**config.mk**
```make
export PLATFORM = sky130hd
export DESIGN_NAME = ats_xform
export DESIGN_NICKNAME = d
export VERILOG_FILES = /design/src/sv/ats_pkg.sv /design/src/sv/ats_xform.sv
export SDC_FILE = /design/constraint.sdc
export NUM_CORES = 2
export LEC_CHECK = 0
export BUFFER_PORTS_ARGS = -buffer_cell sky130_fd_sc_hd__buf_2
export CORE_MARGIN = 8
export CORE_UTILIZATION = 65
export CTS_BUF_LIST = sky130_fd_sc_hd__clkbuf_16
export DETAILED_ROUTE_END_ITERATION = 16
export GPL_ROUTABILITY_DRIVEN = 1
export GPL_TIMING_DRIVEN = 0
export PLACE_DENSITY = 0.81
export SYNTH_ARGS = -nofsm -noshare
export SYNTH_HDL_FRONTEND = slang
export SYNTH_SLANG_ARGS = --single-unit
```
**constraint.sdc**
```tcl
create_clock -name i_clk -period 14.3 [get_ports i_clk]
set_input_delay 3.575 -clock i_clk [delete_from_list [all_inputs] [get_ports i_clk]]
set_output_delay 3.575 -clock i_clk [all_outputs]
set_load 0.01 [all_outputs]
```
**src/sv/ats_pkg.sv**
```systemverilog
// Shared constants and types for the affine texture sampler.
package ats_pkg;

    localparam int FRAC_BITS = 16;
    localparam int MAX_DIM   = 64;
    localparam int STORE_AW  = 12;
    localparam int STORE_DEPTH = 1 << STORE_AW;
    localparam int COORD_W   = 12;
    localparam int TEXEL_W   = 32;
    localparam int DIM_W     = 8;

    // source coordinate scale is 2^(FRAC_BITS+1): half-pixel centre needs one bit
    localparam int U_SH  = FRAC_BITS + 1;
    localparam int S_W   = 48;
    localparam int H_W   = S_W - U_SH;
    localparam int DIG   = 5;
    localparam int MSTG  = (H_W - 1 + DIG - 1) / DIG;
    localparam int A_W   = DIG * MSTG;
    localparam int MOD_W = DIM_W + 2;
    localparam int T_W   = U_SH + MOD_W + 1;

    localparam int XF_LAT   = 2;
    localparam int AX_LAT   = MSTG + 2;
    localparam int PIPE_LAT = XF_LAT + AX_LAT;

    localparam logic [1:0] TILE_REPEAT = 2'd1;
    localparam logic [1:0] TILE_MIRROR = 2'd2;

    localparam logic ACT_SHADE = 1'b0;
    localparam logic ACT_LOAD  = 1'b1;

    localparam int CFG_AW = 3;
    localparam logic [CFG_AW-1:0] REG_SX_X  = 3'd0;
    localparam logic [CFG_AW-1:0] REG_SX_Y  = 3'd1;
    localparam logic [CFG_AW-1:0] REG_OFF_X = 3'd2;
    localparam logic [CFG_AW-1:0] REG_SY_X  = 3'd3;
    localparam logic [CFG_AW-1:0] REG_SY_Y  = 3'd4;
    localparam logic [CFG_AW-1:0] REG_OFF_Y = 3'd5;
    localparam logic [CFG_AW-1:0] REG_MODE  = 3'd6;
    localparam logic [CFG_AW-1:0] REG_SIZE  = 3'd7;

    typedef struct packed {
        logic                act;
        logic                last;
        logic [STORE_AW-1:0] tidx;
        logic [TEXEL_W-1:0]  tval;
    } t_side;

endpackage

```
**src/sv/ats_xform.sv**
```systemverilog
// Inverse affine transform of the pixel centre: multiply stage, then sum stage.
module ats_xform (
    input  logic               i_clk,
    input  logic               i_en,
    input  logic [11:0]        i_px,
    input  logic [11:0]        i_py,
    input  logic signed [31:0] i_sx_x,
    input  logic signed [31:0] i_sx_y,
    input  logic signed [31:0] i_off_x,
    input  logic signed [31:0] i_sy_x,
    input  logic signed [31:0] i_sy_y,
    input  logic signed [31:0] i_off_y,
    output logic signed [ats_pkg::S_W-1:0] o_sx,
    output logic signed [ats_pkg::S_W-1:0] o_sy
);

    logic signed [13:0] px2;
    logic signed [13:0] py2;
    logic signed [45:0] r_p_xx, r_p_xy, r_p_yx, r_p_yy;
    logic signed [ats_pkg::S_W-1:0] r_sx, r_sy;

    // 2*p + 1 keeps the pixel centre exact
    assign px2 = $signed({1'b0, i_px, 1'b1});
    assign py2 = $signed({1'b0, i_py, 1'b1});

    always_ff @(posedge i_clk) begin
        if (i_en) begin
            r_p_xx <= i_sx_x * px2;
            r_p_xy <= i_sx_y * py2;
            r_p_yx <= i_sy_x * px2;
            r_p_yy <= i_sy_y * py2;
            r_sx <= ats_pkg::S_W'(r_p_xx) + ats_pkg::S_W'(r_p_xy)
                  + ats_pkg::S_W'($signed({i_off_x, 1'b0}));
            r_sy <= ats_pkg::S_W'(r_p_yx) + ats_pkg::S_W'(r_p_yy)
                  + ats_pkg::S_W'($signed({i_off_y, 1'b0}));
        end
    end

    assign o_sx = r_sx;
    assign o_sy = r_sy;

endmodule

```
# Yosys cells after proc, flatten, opt, wreduce, memory -nomap -nowiden
# Cells that the tools add are included.
[word_totals] reg_bits=280 inputBits=218 wordCells=14
[classes] n_addsub=4 mul=4
[op_table] operator="multiplier 32 x 14 -> 46 bit" n=4
[op_table] operator="adder 47 x 33 -> 48 bit" n=2
[op_table] operator="adder 46 x 46 -> 47 bit" n=2

# Logic depth before layout (Yosys ltp)
[depth] word_depth=2 ltp_mapped=28 mapped_depth_nobuf=26

# Worst setup path after synthesis
# No wires, ideal clock.
[synth_timing] path_type="input to register" startpoint="input i_px[4]" endpoint="register r_p_yx[45], data pin" t_arrival_ps=9839 setup_slack_ps=4199 path_stages=26 n_path_buf=3 cell_sequence="clkbuf_1 clkbuf_1 nand2_1 fa_1 fa_1 inv_1 fa_1 fa_1 fa_1 inv_1 fa_1 inv_1 ha_1 buf_2 a21o_1 a211oi_1 o31ai_1 a221oi_1 or3b_1 a31o_2 a21oi_1 o221a_2 o2bb2ai_1 or2_2 a311oi_2 xnor2_1"
[synth_between] elab_chain_len=1
[synth_rtl] element="from (decl)" line_no="ats_xform.sv:5" source="input logic [11:0] i_px,"
[synth_rtl] element="multiplier 32 x 14 -> 46 bit" line_no="ats_xform.sv:30" source="r_p_yx <= i_sy_x * px2;"
[synth_rtl] element="to (signal assigned)" line_no="ats_xform.sv:30"
[synth_rtl] element="to (decl)" line_no="ats_xform.sv:19" source="logic signed [45:0] r_p_xx, r_p_xy, r_p_yx, r_p_yy;"
# No other way between the ends.
# A chain may end at the register's enable or synchronous reset.

# Final worst setup path
[layout_timing] startpoint="input i_px[5]" endpoint="register r_p_yx[42], data pin"
# The elaborated chain is that of the path after synthesis.

==> run metrics <==
outcome=complete, no violations; skew final=about 0.023 ns; dominant synthesized flop cell=edfxtp_1; gr usage total=0.355; Worst-Skew Late Latency=between 0.5 and 0.6 ns; Seq cells post-synth=280; Reg area=about 8400 sq um; CTS Buf Count=27; Final Critical Period=between 10 and 15 ns; Antenna Nets Post-Route=0; Port Buffers=approximately 300; commonest cells after routing, fill and taps aside=inv_1 (1834), fa_1 (1604), nand2_1 (829); DRT Pass-1 Iters=7; Initial Util=0.656; final worst-path cycle share=0.833; Filler Cell Count=8595; CTS tree=yes; layout cells sized above 1=0.0469; Crit path depth=24; worst hold path class=reg2reg; WP data arrival=12.23 ns; maximum clock frequency=84.0 MHz; Hold WS=0.538 ns; Util after Layout=0.695; critical path capture point type=flip-flop; Hold Path Depth=1; hold_buf cts=0; Worst EP required=14.61 ns; Final Slew Violations=0; Startpoint Class=input pin; first-pass GRT wire length=about 330000 um; CTS sink count=280; Mean Syn Cell Area=9.57 sq um; # rows=122; final setup violation count=0; H-tree depth=1; number of gates resized after CTS=0; initial detailed-routing violation count=about 5200; CP Buf/Inv Count=5; initial antenna violation count=45; grt total ovfl=0; post-DR vias/cell=about 5.8; Core ar.=111000 sq um; DRC viols=0; Vias=54400; R2R Setup Slk=9.08 ns; total negative slack=0 ns; Clock Path Buffers=3; Netlist Area Pre-Place=approximately 73000 sq um; FF-to-FF End=o_sx[46]; cells after synthesis=around 7600; DRT Wirelength=212000 um; Die Ht=350 um; nets=10300; Hold EP=o_sy[0]; maxcap violations=0; vias in the first global route=58200; most common cell after layout, fill and taps aside=inv_1; CP dominant cell by count=fa_1; CP top delay family=adder cells; RePlAce Congestion=roughly 1; Reg clk slew, reported paths=0.07 ns; Multi-input gate area=56100 sq um; sequential fraction of the synthesis area=0.116; crit-path max cell delay=0.92 ns; ys async rst share=0; Setup Buffers After CTS=0; measured slew at the worst slew-check pin=1.40 ns; EDFF count, synth=280; Post-Syn Nets=about 10000; relative max-transition margin=0.0659; synth-to-layout area growth=5.97%; critical path type=in2reg; post-detail-place hpwl=179000 um; largest net degree at the start of global routing=between 100 and 150; critical-path cell list=clkbuf_1, clkbuf_1, nand2_1, fa_1, fa_1, inv_1, fa_1, fa_1, fa_1, inv_1, fa_1, inv_1, ha_1, and3_1, nand3_1, o31ai_1, o21ai_0, o21ai_0, o21ai_1, o31a_1, o31ai_1, a21o_1, a21oi_1, xnor2_1; worst-path maximum fanout=10; Hold Fails Final Rpt=0; root buf cell=clkbuf_16; I/O pin count=314; Min-Delay Startpoint=r_p_yy[0]; Routed WL per cell=approximately 22 um; Die W=350 um; RSZ-0062 raised after global routing=false; CP max stage cell=clkbuf_1; reg2reg start=r_p_xx[2]; post-synth cell types=80; YS warnings=0; die area=123000 sq um; depth of the worst register-to-register path=14
-- worst reg2reg max path: cells and delay by family, from the launching register on --
kind / cells / cell delay [ns]
adder cells (fa/ha/maj): 2 / 0.81
flip-flops: 1 / 0.47
AND/OR/NAND/NOR: 2 / 0.38
XOR/XNOR: 1 / 0.12
AO/OA/AOI/OAI: 9 / 3.20
-- through the flow --
stage / worst slack (ns) / instance area, sq um / instances
floorplan: 4.20 / 72500 / 7584
global placement: 2.02 / 75900 / 9368
detailed placement: 2.07 / 76000 / 9370
CTS: 2.65 / 76800 / 9419
global route: 2.07 / 76800 / 9429
finish: 2.39 / 76900 / 9451
-- area by class of cell --
class / instances / share of cell area
inverters: 1830 / 0.0894
flip-flops and latches: 280 / 0.109
diodes: 32 / 0.00104
clock buffers: 27 / 0.00879
clock inverters: 22 / 0.00218
plain buffers: 313 / 0.0153
well taps: 1488 / 0.0242
multi-input cells: 5161 / 0.730
repair buffers: 298 / 0.0201
-- synthesized netlist by cell type, types with 4 or more instances --
cell / count / area [sq um]
inv_1: 1829 / 6870
fa_1: 1604 / 32100
nand2_1: 829 / 3110
and2_1: 824 / 5150
ha_1: 518 / 6480
clkbuf_1: 311 / 1170
edfxtp_1: 280 / 8410
a21oi_1: 239 / 1200
xnor2_1: 194 / 1700
a21o_1: 154 / 1160
nor2_1: 132 / 495
o21ai_0: 114 / 571
xor2_1: 71 / 622
nand3_1: 46 / 230
nor2b_1: 43 / 269
nand2b_1: 42 / 263
o21bai_1: 35 / 263
nor3_1: 32 / 160
o21a_1: 27 / 203
a211oi_1: 25 / 188
and3_1: 21 / 131
nand4_1: 21 / 131
a31oi_1: 17 / 106
o31ai_1: 13 / 97.6
and4_1: 10 / 87.6
a221oi_1: 9 / 78.8
a41oi_1: 8 / 70.1
o21ai_1: 8 / 40.0
o211ai_1: 7 / 52.6
or2_2: 7 / 43.8
or3_1: 7 / 43.8
a211o_1: 6 / 52.6
a31o_2: 6 / 52.6
o31a_1: 6 / 52.6
a2111oi_0: 5 / 43.8
a21boi_0: 5 / 37.5
o211a_1: 5 / 50.1
o22ai_1: 5 / 31.3
a221oi_2: 4 / 60.1
a311oi_1: 4 / 35.0
-- cell families (layout without fill, tap and decap cells) --
| group | count (synthesis) | in the layout | share of synthesized area |
|---|---|---|---|
| compound gates | 747 | 747 | 0.0682 |
| xor+xnor | 265 | 265 | 0.0320 |
| fa+ha+maj | 2122 | 2122 | 0.532 |
| buf+inv | 2143 | 2490 | 0.111 |
| flops | 280 | 280 | 0.116 |
| mux | 3 | 3 | 0.000414 |
| other cells | 0 | 32 | 0 |
| simple gates | 2024 | 2024 | 0.141 |
-- worst max path at each step --
stage | start | to
finish | i_px[5] | r_p_yx[42]
global route | i_px[3] | r_p_yx[42]
CTS | i_py[6] | r_p_xy[44]
detailed placement | i_px[3] | r_p_yx[43]
global placement | i_py[6] | r_p_xy[44]
floorplan | i_px[4] | r_p_yx[45]
-- state kept, by name, indices dropped and copies added (netlist names) --
register	flops
r_p_xy	46
r_p_xx	46
o_sx	48
r_p_yy	46
r_p_yx	46
o_sy	48
-- metal layers --
metal | routed length [um] | track usage | share of wire | vias to the layer above
li1 | - | - | - | 23400
met1 | 79100 | 0.471 | 0.37 | 27400
met2 | 96400 | 0.552 | 0.45 | 2907
met3 | 24500 | 0.0896 | 0.12 | 686
met4 | 12200 | 0.164 | 0.058 | 8
met5 | 44 | 0 | 0.00021 | -
Power is not shown: default switching activity piles up to over one toggle a cycle in this logic, so the estimate is an artifact.
