**src/sv/ats_pkg.sv**
```systemverilog
// Shared constants and types for the affine texture sampler.
package ats_pkg;

    localparam int FRAC_BITS = 16;
    localparam int MAX_DIM   = 64;
    localparam int STORE_AW  = 12;
    localparam int STORE_DEPTH = 1 << STORE_AW;
    localparam int COORD_W   = 12;
    localparam int TEXEL_W   = 32;
    localparam int DIM_W     = 8;

    // source coordinate scale is 2^(FRAC_BITS+1): half-pixel centre needs one bit
    localparam int U_SH  = FRAC_BITS + 1;
    localparam int S_W   = 48;
    localparam int H_W   = S_W - U_SH;
    localparam int DIG   = 5;
    localparam int MSTG  = (H_W - 1 + DIG - 1) / DIG;
    localparam int A_W   = DIG * MSTG;
    localparam int MOD_W = DIM_W + 2;
    localparam int T_W   = U_SH + MOD_W + 1;

    localparam int XF_LAT   = 2;
    localparam int AX_LAT   = MSTG + 2;
    localparam int PIPE_LAT = XF_LAT + AX_LAT;

    localparam logic [1:0] TILE_REPEAT = 2'd1;
    localparam logic [1:0] TILE_MIRROR = 2'd2;

    localparam logic ACT_SHADE = 1'b0;
    localparam logic ACT_LOAD  = 1'b1;

    localparam int CFG_AW = 3;
    localparam logic [CFG_AW-1:0] REG_SX_X  = 3'd0;
    localparam logic [CFG_AW-1:0] REG_SX_Y  = 3'd1;
    localparam logic [CFG_AW-1:0] REG_OFF_X = 3'd2;
    localparam logic [CFG_AW-1:0] REG_SY_X  = 3'd3;
    localparam logic [CFG_AW-1:0] REG_SY_Y  = 3'd4;
    localparam logic [CFG_AW-1:0] REG_OFF_Y = 3'd5;
    localparam logic [CFG_AW-1:0] REG_MODE  = 3'd6;
    localparam logic [CFG_AW-1:0] REG_SIZE  = 3'd7;

    typedef struct packed {
        logic                act;
        logic                last;
        logic [STORE_AW-1:0] tidx;
        logic [TEXEL_W-1:0]  tval;
    } t_side;

endpackage

```
**src/sv/ats_axis.sv**
```systemverilog
// One axis: tiling of the source coordinate with a pipelined remainder unit.
module ats_axis (
    input  logic                           i_clk,
    input  logic                           i_en,
    input  logic signed [ats_pkg::S_W-1:0] i_s,
    input  logic [ats_pkg::DIM_W-1:0]      i_size_m1,
    input  logic [1:0]                     i_mode,
    output logic [ats_pkg::DIM_W-1:0]      o_idx
);

    localparam int MW = ats_pkg::MOD_W;

    logic [ats_pkg::DIM_W:0]   w_size;
    logic [MW-1:0]             w_mod;
    logic                      s_neg;
    logic [ats_pkg::H_W-1:0]   s_hi;
    logic [ats_pkg::S_W-1:0]   s_rnd;
    logic [ats_pkg::DIM_W-1:0] s_cidx;

    logic [MW-1:0]               r_rem  [0:ats_pkg::MSTG];
    logic [ats_pkg::A_W-1:0]     r_a    [0:ats_pkg::MSTG];
    logic                        r_neg  [0:ats_pkg::MSTG];
    logic [ats_pkg::U_SH-1:0]    r_low  [0:ats_pkg::MSTG];
    logic [ats_pkg::DIM_W-1:0]   r_cidx [0:ats_pkg::MSTG];
    logic [ats_pkg::DIM_W-1:0]   r_idx;

    assign w_size = {1'b0, i_size_m1} + 1'b1;
    assign w_mod  = (i_mode == ats_pkg::TILE_MIRROR) ? {w_size, 1'b0} : {1'b0, w_size};

    // first stage: split off the integer part, fold negatives, clamp index
    always_comb begin
        s_neg = i_s[ats_pkg::S_W-1];
        s_hi  = i_s[ats_pkg::S_W-1:ats_pkg::U_SH];
        s_rnd = i_s + (ats_pkg::S_W'(1) << ats_pkg::FRAC_BITS);
        if (s_neg) begin
            s_cidx = '0;
        end else if (s_rnd[ats_pkg::S_W-1:ats_pkg::U_SH] > ats_pkg::H_W'(i_size_m1)) begin
            s_cidx = i_size_m1;
        end else begin
            s_cidx = s_rnd[ats_pkg::U_SH +: ats_pkg::DIM_W];
        end
    end

    always_ff @(posedge i_clk) begin
        if (i_en) begin
            r_rem[0]  <= '0;
            r_a[0]    <= s_neg ? ats_pkg::A_W'(~s_hi) : ats_pkg::A_W'(s_hi);
            r_neg[0]  <= s_neg;
            r_low[0]  <= i_s[ats_pkg::U_SH-1:0];
            r_cidx[0] <= s_cidx;
        end
    end

    // remainder stages: DIG restoring steps each, MSB first
    for (genvar k = 1; k <= ats_pkg::MSTG; k++) begin : g_mod
        logic [MW-1:0]           n_rem;
        logic [ats_pkg::A_W-1:0] n_a;

        always_comb begin
            logic [MW:0] t;
            n_rem = r_rem[k-1];
            n_a   = r_a[k-1];
            for (int j = 0; j < ats_pkg::DIG; j++) begin
                t = {n_rem, n_a[ats_pkg::A_W-1]};
                n_a = {n_a[ats_pkg::A_W-2:0], 1'b0};
                if (t >= {1'b0, w_mod}) begin
                    t = t - {1'b0, w_mod};
                end
                n_rem = t[MW-1:0];
            end
        end

        always_ff @(posedge i_clk) begin
            if (i_en) begin
                r_rem[k]  <= n_rem;
                r_a[k]    <= n_a;
                r_neg[k]  <= r_neg[k-1];
                r_low[k]  <= r_low[k-1];
                r_cidx[k] <= r_cidx[k-1];
            end
        end
    end

    // last stage: floor remainder, mirror reflection, rounding, final clamp
    logic [MW-1:0]                 f_rem;
    logic [ats_pkg::T_W-1:0]       f_t;
    logic [ats_pkg::T_W-1:0]       f_span;
    logic [ats_pkg::T_W-1:0]       f_rnd;
    logic [ats_pkg::T_W-ats_pkg::U_SH-1:0] f_q;
    logic [ats_pkg::DIM_W-1:0]     n_idx;

    always_comb begin
        f_rem  = r_neg[ats_pkg::MSTG] ? (w_mod - 1'b1 - r_rem[ats_pkg::MSTG])
                                      : r_rem[ats_pkg::MSTG];
        f_t    = ats_pkg::T_W'({f_rem, r_low[ats_pkg::MSTG]});
        f_span = ats_pkg::T_W'(w_size) << ats_pkg::U_SH;
        if (i_mode == ats_pkg::TILE_MIRROR && f_t >= f_span) begin
            f_t = (ats_pkg::T_W'(w_mod) << ats_pkg::U_SH) - f_t;
        end
        f_rnd = f_t + (ats_pkg::T_W'(1) << ats_pkg::FRAC_BITS);
        f_q   = f_rnd[ats_pkg::T_W-1:ats_pkg::U_SH];
        if (i_mode != ats_pkg::TILE_REPEAT && i_mode != ats_pkg::TILE_MIRROR) begin
            n_idx = r_cidx[ats_pkg::MSTG];
        end else if (f_q > (ats_pkg::T_W-ats_pkg::U_SH)'(i_size_m1)) begin
            n_idx = i_size_m1;
        end else begin
            n_idx = f_q[ats_pkg::DIM_W-1:0];
        end
    end

    always_ff @(posedge i_clk) begin
        if (i_en) begin
            r_idx <= n_idx;
        end
    end

    assign o_idx = r_idx;

endmodule

```
**config.mk**
```make
export PLATFORM = sky130hd
export DESIGN_NAME = ats_axis
export DESIGN_NICKNAME = d
export VERILOG_FILES = /design/src/sv/ats_pkg.sv /design/src/sv/ats_axis.sv
export SDC_FILE = /design/constraint.sdc
export NUM_CORES = 1
export LEC_CHECK = 0
export BUFFER_PORTS_ARGS = -buffer_cell sky130_fd_sc_hd__buf_4
export CORE_ASPECT_RATIO = 0.5
export CORE_MARGIN = 2
export CORE_UTILIZATION = 35
export CTS_CLUSTER_DIAMETER = 30
export DETAILED_ROUTE_END_ITERATION = 6
export HOLD_SLACK_MARGIN = 0.05
export PLACE_DENSITY = 0.48
export SLEW_MARGIN = 5
export SYNTH_ARGS = -nofsm -noshare
export SYNTH_HDL_FRONTEND = slang
export SYNTH_SLANG_ARGS = --single-unit
```
**constraint.sdc**
```tcl
create_clock -name i_clk -period 18.4 [get_ports i_clk]
set_input_delay 0 -clock i_clk [delete_from_list [all_inputs] [get_ports i_clk]]
set_output_delay 0 -clock i_clk [all_outputs]
set_load 0.02 [all_outputs]
```
# [Word level (Yosys, flattened, before mapping)]
# Memories as Yosys holds them, arrays and structs flattened.
# Cells that the tools add are included.
[totals] regBits=8 latch_bits=0 ram_bits=462 mem_bits_ro=0 in_bits=60 out_inout_bits=8 word_cells=121 memories=5
[classes] n_addsub=36 mul=0 div_mod_pow=0 order_cmp=33 eq_ne=3 shifts=0 n_mux=40 bitwise=1 reduce_logical=2
[mem_list] name="r_a" depth=7 word_bits=30 rd=6 rd_ports_with_merged_regs=0 write_ports=7 line_no="ats_axis.sv:21" text="logic [ats_pkg::A_W-1:0] r_a [0:ats_pkg::MSTG];"
[mem_list] name="r_low" depth=7 word_bits=17 rd=7 rd_ports_with_merged_regs=0 write_ports=7 line_no="ats_axis.sv:23" text="logic [ats_pkg::U_SH-1:0] r_low [0:ats_pkg::MSTG];"
[mem_list] name="r_rem" depth=7 word_bits=10 rd=7 rd_ports_with_merged_regs=0 write_ports=7 line_no="ats_axis.sv:20" text="logic [MW-1:0] r_rem [0:ats_pkg::MSTG];"
[mem_list] name="r_cidx" depth=7 word_bits=8 rd=7 rd_ports_with_merged_regs=0 write_ports=7 line_no="ats_axis.sv:24" text="logic [ats_pkg::DIM_W-1:0] r_cidx [0:ats_pkg::MSTG];"
[mem_list] name="r_neg" depth=7 word_bits=1 rd=7 rd_ports_with_merged_regs=0 write_ports=7 line_no="ats_axis.sv:22" text="logic r_neg [0:ats_pkg::MSTG];"
[op_table] cell="greater-or-equal comparator 11 x 10 -> 1 bit" count=30
[op_table] cell="two-way mux 10 bit" count=32
[op_table] cell="subtractor 10 bit" count=31
[op_table] cell="adder 48 x 18 -> 48 bit, second input constant" count=1
[op_table] cell="two-way mux 8 bit" count=4
[op_table] cell="greater-than comparator 31 x 8 -> 1 bit" count=1
[op_table] cell="two-way mux 30 bit" count=1
[op_table] cell="NOT 30 bit" count=1
[op_table] cell="adder 28 x 17 -> 28 bit, second input constant" count=1
[op_table] cell="two-way mux 28 bit" count=1
[op_table] cell="subtractor 27 x 27 -> 28 bit" count=1
[op_table] cell="greater-or-equal comparator 27 x 26 -> 1 bit" count=1
[op_table] cell="greater-than comparator 11 x 8 -> 1 bit" count=1
[op_table] cell="subtractor 10 x 1 -> 10 bit, second input constant" count=1
[op_table] cell="adder 8 x 1 -> 9 bit, second input constant" count=1
[op_table] cell="== test 2 bit, second input constant" count=1
[op_table] cell="logical AND 1 bit" count=2
[op_table] cell="two-way mux 1 bit" count=2
[op_table] cell="!= test 2 x 1 -> 1 bit, second input constant" count=1
[op_table] cell="!= test 2 bit, second input constant" count=1

# [Depth between registers and ports, before layout]
[logic_depth] ltp_word=12 ltp_mapped=75 mapped_depth_nobuf=70

# [Least setup slack after synthesis]
# No wires, ideal clock.
[synth_timing] path_type="input to register" startpoint="input i_mode[0]" endpoint="memory r_rem[5][9] (netlist bit), data pin" setup_time_ns=0.256 t_arrival_ns=16.022 required_ns=18.144 path_slack_ns=2.122 stages=68 path_buffers=4 cell_sequence="inv_1 ha_1 inv_2 mux2i_1 inv_1 ha_1 nor2b_1 o31a_1 o21ai_0 a21oi_1 maj3_1 a21oi_2 nand2_1 o21ai_0 inv_1 ha_1 nor2b_1 o21ai_0 [... 32 more ...] a21o_1 nand2_1 o31ai_2 nor2_1 clkbuf_1 mux2_2 inv_1 ha_1 nor2b_1 o21ai_0 nand2b_1 a21o_1 o31ai_2 a41oi_1 maj3_2 o21a_1 mux2_2 o211a_1"
[synth_lines] item="start, declared" line_no="ats_axis.sv:7" text="input logic [1:0] i_mode,"
[synth_lines] item="end, declared" line_no="ats_axis.sv:20"

==> qor.csv <==
stage,metric,value,unit
detailed_routing,wire length per cell,19.04,µm
floorplanning,initial core utilization,35.25,%
synthesis,area share of the leading cell type in the synthesized netlist,33.47,%
synthesis,number of enable flip-flop cells after synthesis,355,
worst_setup_path,Crit path largest cell delay,860,ps
floorplanning,die height,217.3,µm
clock_network,Post-CTS Setup Bufs,0,
worst_hold_path,min-delay worst type,input pin to flip-flop,
clock_network,CTS buffer count,72,
timing,fmax,64.71,MHz
synthesis,top_reg_cell synth,edfxtp_1,
outcome,status,"complete, no violations",
floorplanning,core area,90370,µm²
synthesis,largest cells by area after synthesis,"edfxtp_1 (33%), ha_1 (9.9%), xnor2_1 (6.9%)",
synthesis,Post-Syn Area,31850,µm²
clock_network,CTS root buf,clkbuf_16,
layout,multi-input combinational cell area,19950,µm²
synthesis,Syn Inst Count,3402,
synthesis,leading area contributor after synthesis,edfxtp_1,
detailed_routing,Vias/cell,5.408,
worst_setup_path,worst endpoint data arrival time,15810,ps
worst_setup_path,CP max stage cell,ha_1,
worst_setup_path,R2R cell count,60,
layout,layout cell share with drive strength beyond 1,10.00,%
placement,pre-CTS setup slack,2313,ps
timing,final slew viol count,0,
worst_setup_path,worst r2r src,r_a[1][29],
detailed_routing,DRT iter0 DRCs,1690,
worst_setup_path,"reg-to-reg slack, setup",4000,ps
floorplanning,Top Ports,68,
detailed_routing,DRT met1 WL,44290,µm
layout,P&R area growth vs syn,16.62,%
timing,fin worst setup slack,2945,ps
detailed_routing,Via Count,26080,
synthesis,Post-Syn Nets,3743,
clock_network,H-tree depth,3,
timing,minimum clock period,15450,ps
detailed_routing,max layer used,met4,
synthesis,"flops & latches, synth",355,
layout,Nets,3904,
synthesis,most common cell in the netlist,edfxtp_1,
synthesis,Syn Area/Cell,9.363,µm²
detailed_routing,DR DRC count,0,
clock_network,"CTS clk-pin slew, worst paths",50,ps
timing,final worst path period share,83.99,%
detailed_routing,drt pass-1 iters,6,
worst_setup_path,Crit Path Category,input pin to flip-flop,
clock_network,Longest Clk Path Bufs,3,
detailed_routing,WL met3,3906,µm
global_route,largest net degree at the start of global routing,183,
timing,skew final,39.69,ps
worst_setup_path,CP endpoint,r_rem[5][4],
placement,PortBufs,67,
detailed_routing,Final ANT Viol Nets,0,
global_route,number of global-route vias before repair,25700,
synthesis,asr flop ratio synth,0,%
worst_setup_path,CP Data Required Time,18750,ps
floorplanning,Die X,430.6,µm
floorplanning,cell row count,78,
worst_setup_path,Crit path top cell by count,a21o_1,
synthesis,top post-synthesis cells by count,"edfxtp_1 (355), nand2_1 (271), nor2_1 (255)",
layout,register area,10660,µm²
clock_network,CTS sink cnt,355,
placement,gpl congestion,0.8497,
timing,worst rel slew slack,23.39,%
synthesis,sequential share of the synthesized area,33.47,%
clock_network,PostCTS Resize Cnt,0,
timing,RSZ-0062 raised after global routing,no,
detailed_routing,DRT Wirelength,91790,µm
detailed_routing,met2 wire len,41620,µm
timing,Final Hold Fails,0,
global_route,global-route wire length before repair,143900,µm
worst_setup_path,R2R Path End,r_rem[2][5],
worst_setup_path,worst-path fanout max,26,
worst_setup_path,CP Launch Point,i_mode[0],
global_route,gr usage total,19.49,%
worst_setup_path,CP endpoint kind,flip-flop,
global_route,initial antenna violation count,1,
floorplanning,die area,93580,µm²
flow_run,max_cap viols,0,
placement,DP HPWL,66980,µm
synthesis,synth warn,0,
clock_network,CTS tree,yes,
timing,setup_tns,0,ps
layout,filler cell count,8807,
timing,Tightest Pin Transition,1149,ps
clock_network,clk_lat worst skew,640,ps
global_route,total congestion overflow,0,
clock_network,Post-CTS Hold Buffers,96,
timing,final setup vio count,0,
worst_setup_path,Setup crit start kind,input pin,
synthesis,Yosys cell types,117,
worst max-delay path: cells and delay by family:
family | cells | cell delay [ps]
AOI/OAI and AO/OA | 33 | 7320
adders and majority gates | 7 | 2800
and+or+nand+nor | 13 | 2690
muxes | 4 | 1390
buffers and inverters | 8 | 1350
xor gates and xnor gates | 1 | 170
cells in the final DEF, fill, tap and decap left out, drive strengths merged, types with 49 or more instances in the layout:
cell type	n
nand2	273
o21ai	163
buf	105
nand4	49
nor3	60
nand3	101
nor2	258
a21oi	248
inv	215
mux2i	80
clkbuf	78
a21o	83
xnor2	254
maj3	62
mux2	50
dlygate4sd3	96
nor2b	50
ha	251
xor2	108
edfxtp	355
nand2b	54
how the worst min path moves through the flow:
stage,start,to,slack [ps],cells past startpoint
2_1_floorplan,i_s[0],r_low[0][0],100,0
3_3_place_gp,i_s[1],r_low[0][1],180,1
3_5_place_dp,i_s[1],r_low[0][1],180,1
4_1_cts,i_s[16],r_low[0][16],60,2
5_1_grt,i_s[16],r_low[0][16],90,2
6_report,i_s[16],r_low[0][16],130,2
layer usage:
metal / track usage, % / vias up
met1: 26.72 / 12480
met2: 31.64 / 545
met3: 3.056 / 112
met4: 5.918 / 0
li1: - / 12940
met5: 0 / -
registers in the layout, indices dropped and copies added (netlist names):
register	count
r_a	105
r_rem	60
r_cidx	56
r_low	119
o_idx	8
r_neg	7
layout make-up:
type | instances | area share, %
diodes | 3 | 0.02021
clock buffers | 78 | 4.911
clock inverters | 52 | 1.755
inverters | 209 | 2.119
multi-input cells | 2724 | 53.69
flip-flops and latches | 355 | 28.70
well taps | 1200 | 4.042
repair buffers | 201 | 4.763
per-stage QoR:
stage	utilization, %	instance area [µm²]	std cells	hold WS (ps)
after floorplan	-	31850	3402	98.87
after global placement	37.29	33700	4593	179.5
after detailed placement	37.29	33700	4593	179.6
after CTS	41.10	37140	4819	57.70
after global routing	41.10	37140	4819	89.68
final	41.10	37150	4822	128.0
cells by family after synthesis:
kind of cell | synth area share (%)
buffers and inverters | 4.062
adders and majority gates | 13.71
and+or+nand+nor | 15.70
AOI/OAI and AO/OA | 18.45
muxes | 4.435
xor gates and xnor gates | 10.18
DFF | 33.47
Power is not shown: default switching activity piles up to over one toggle a cycle in this logic, so the estimate is an artifact.
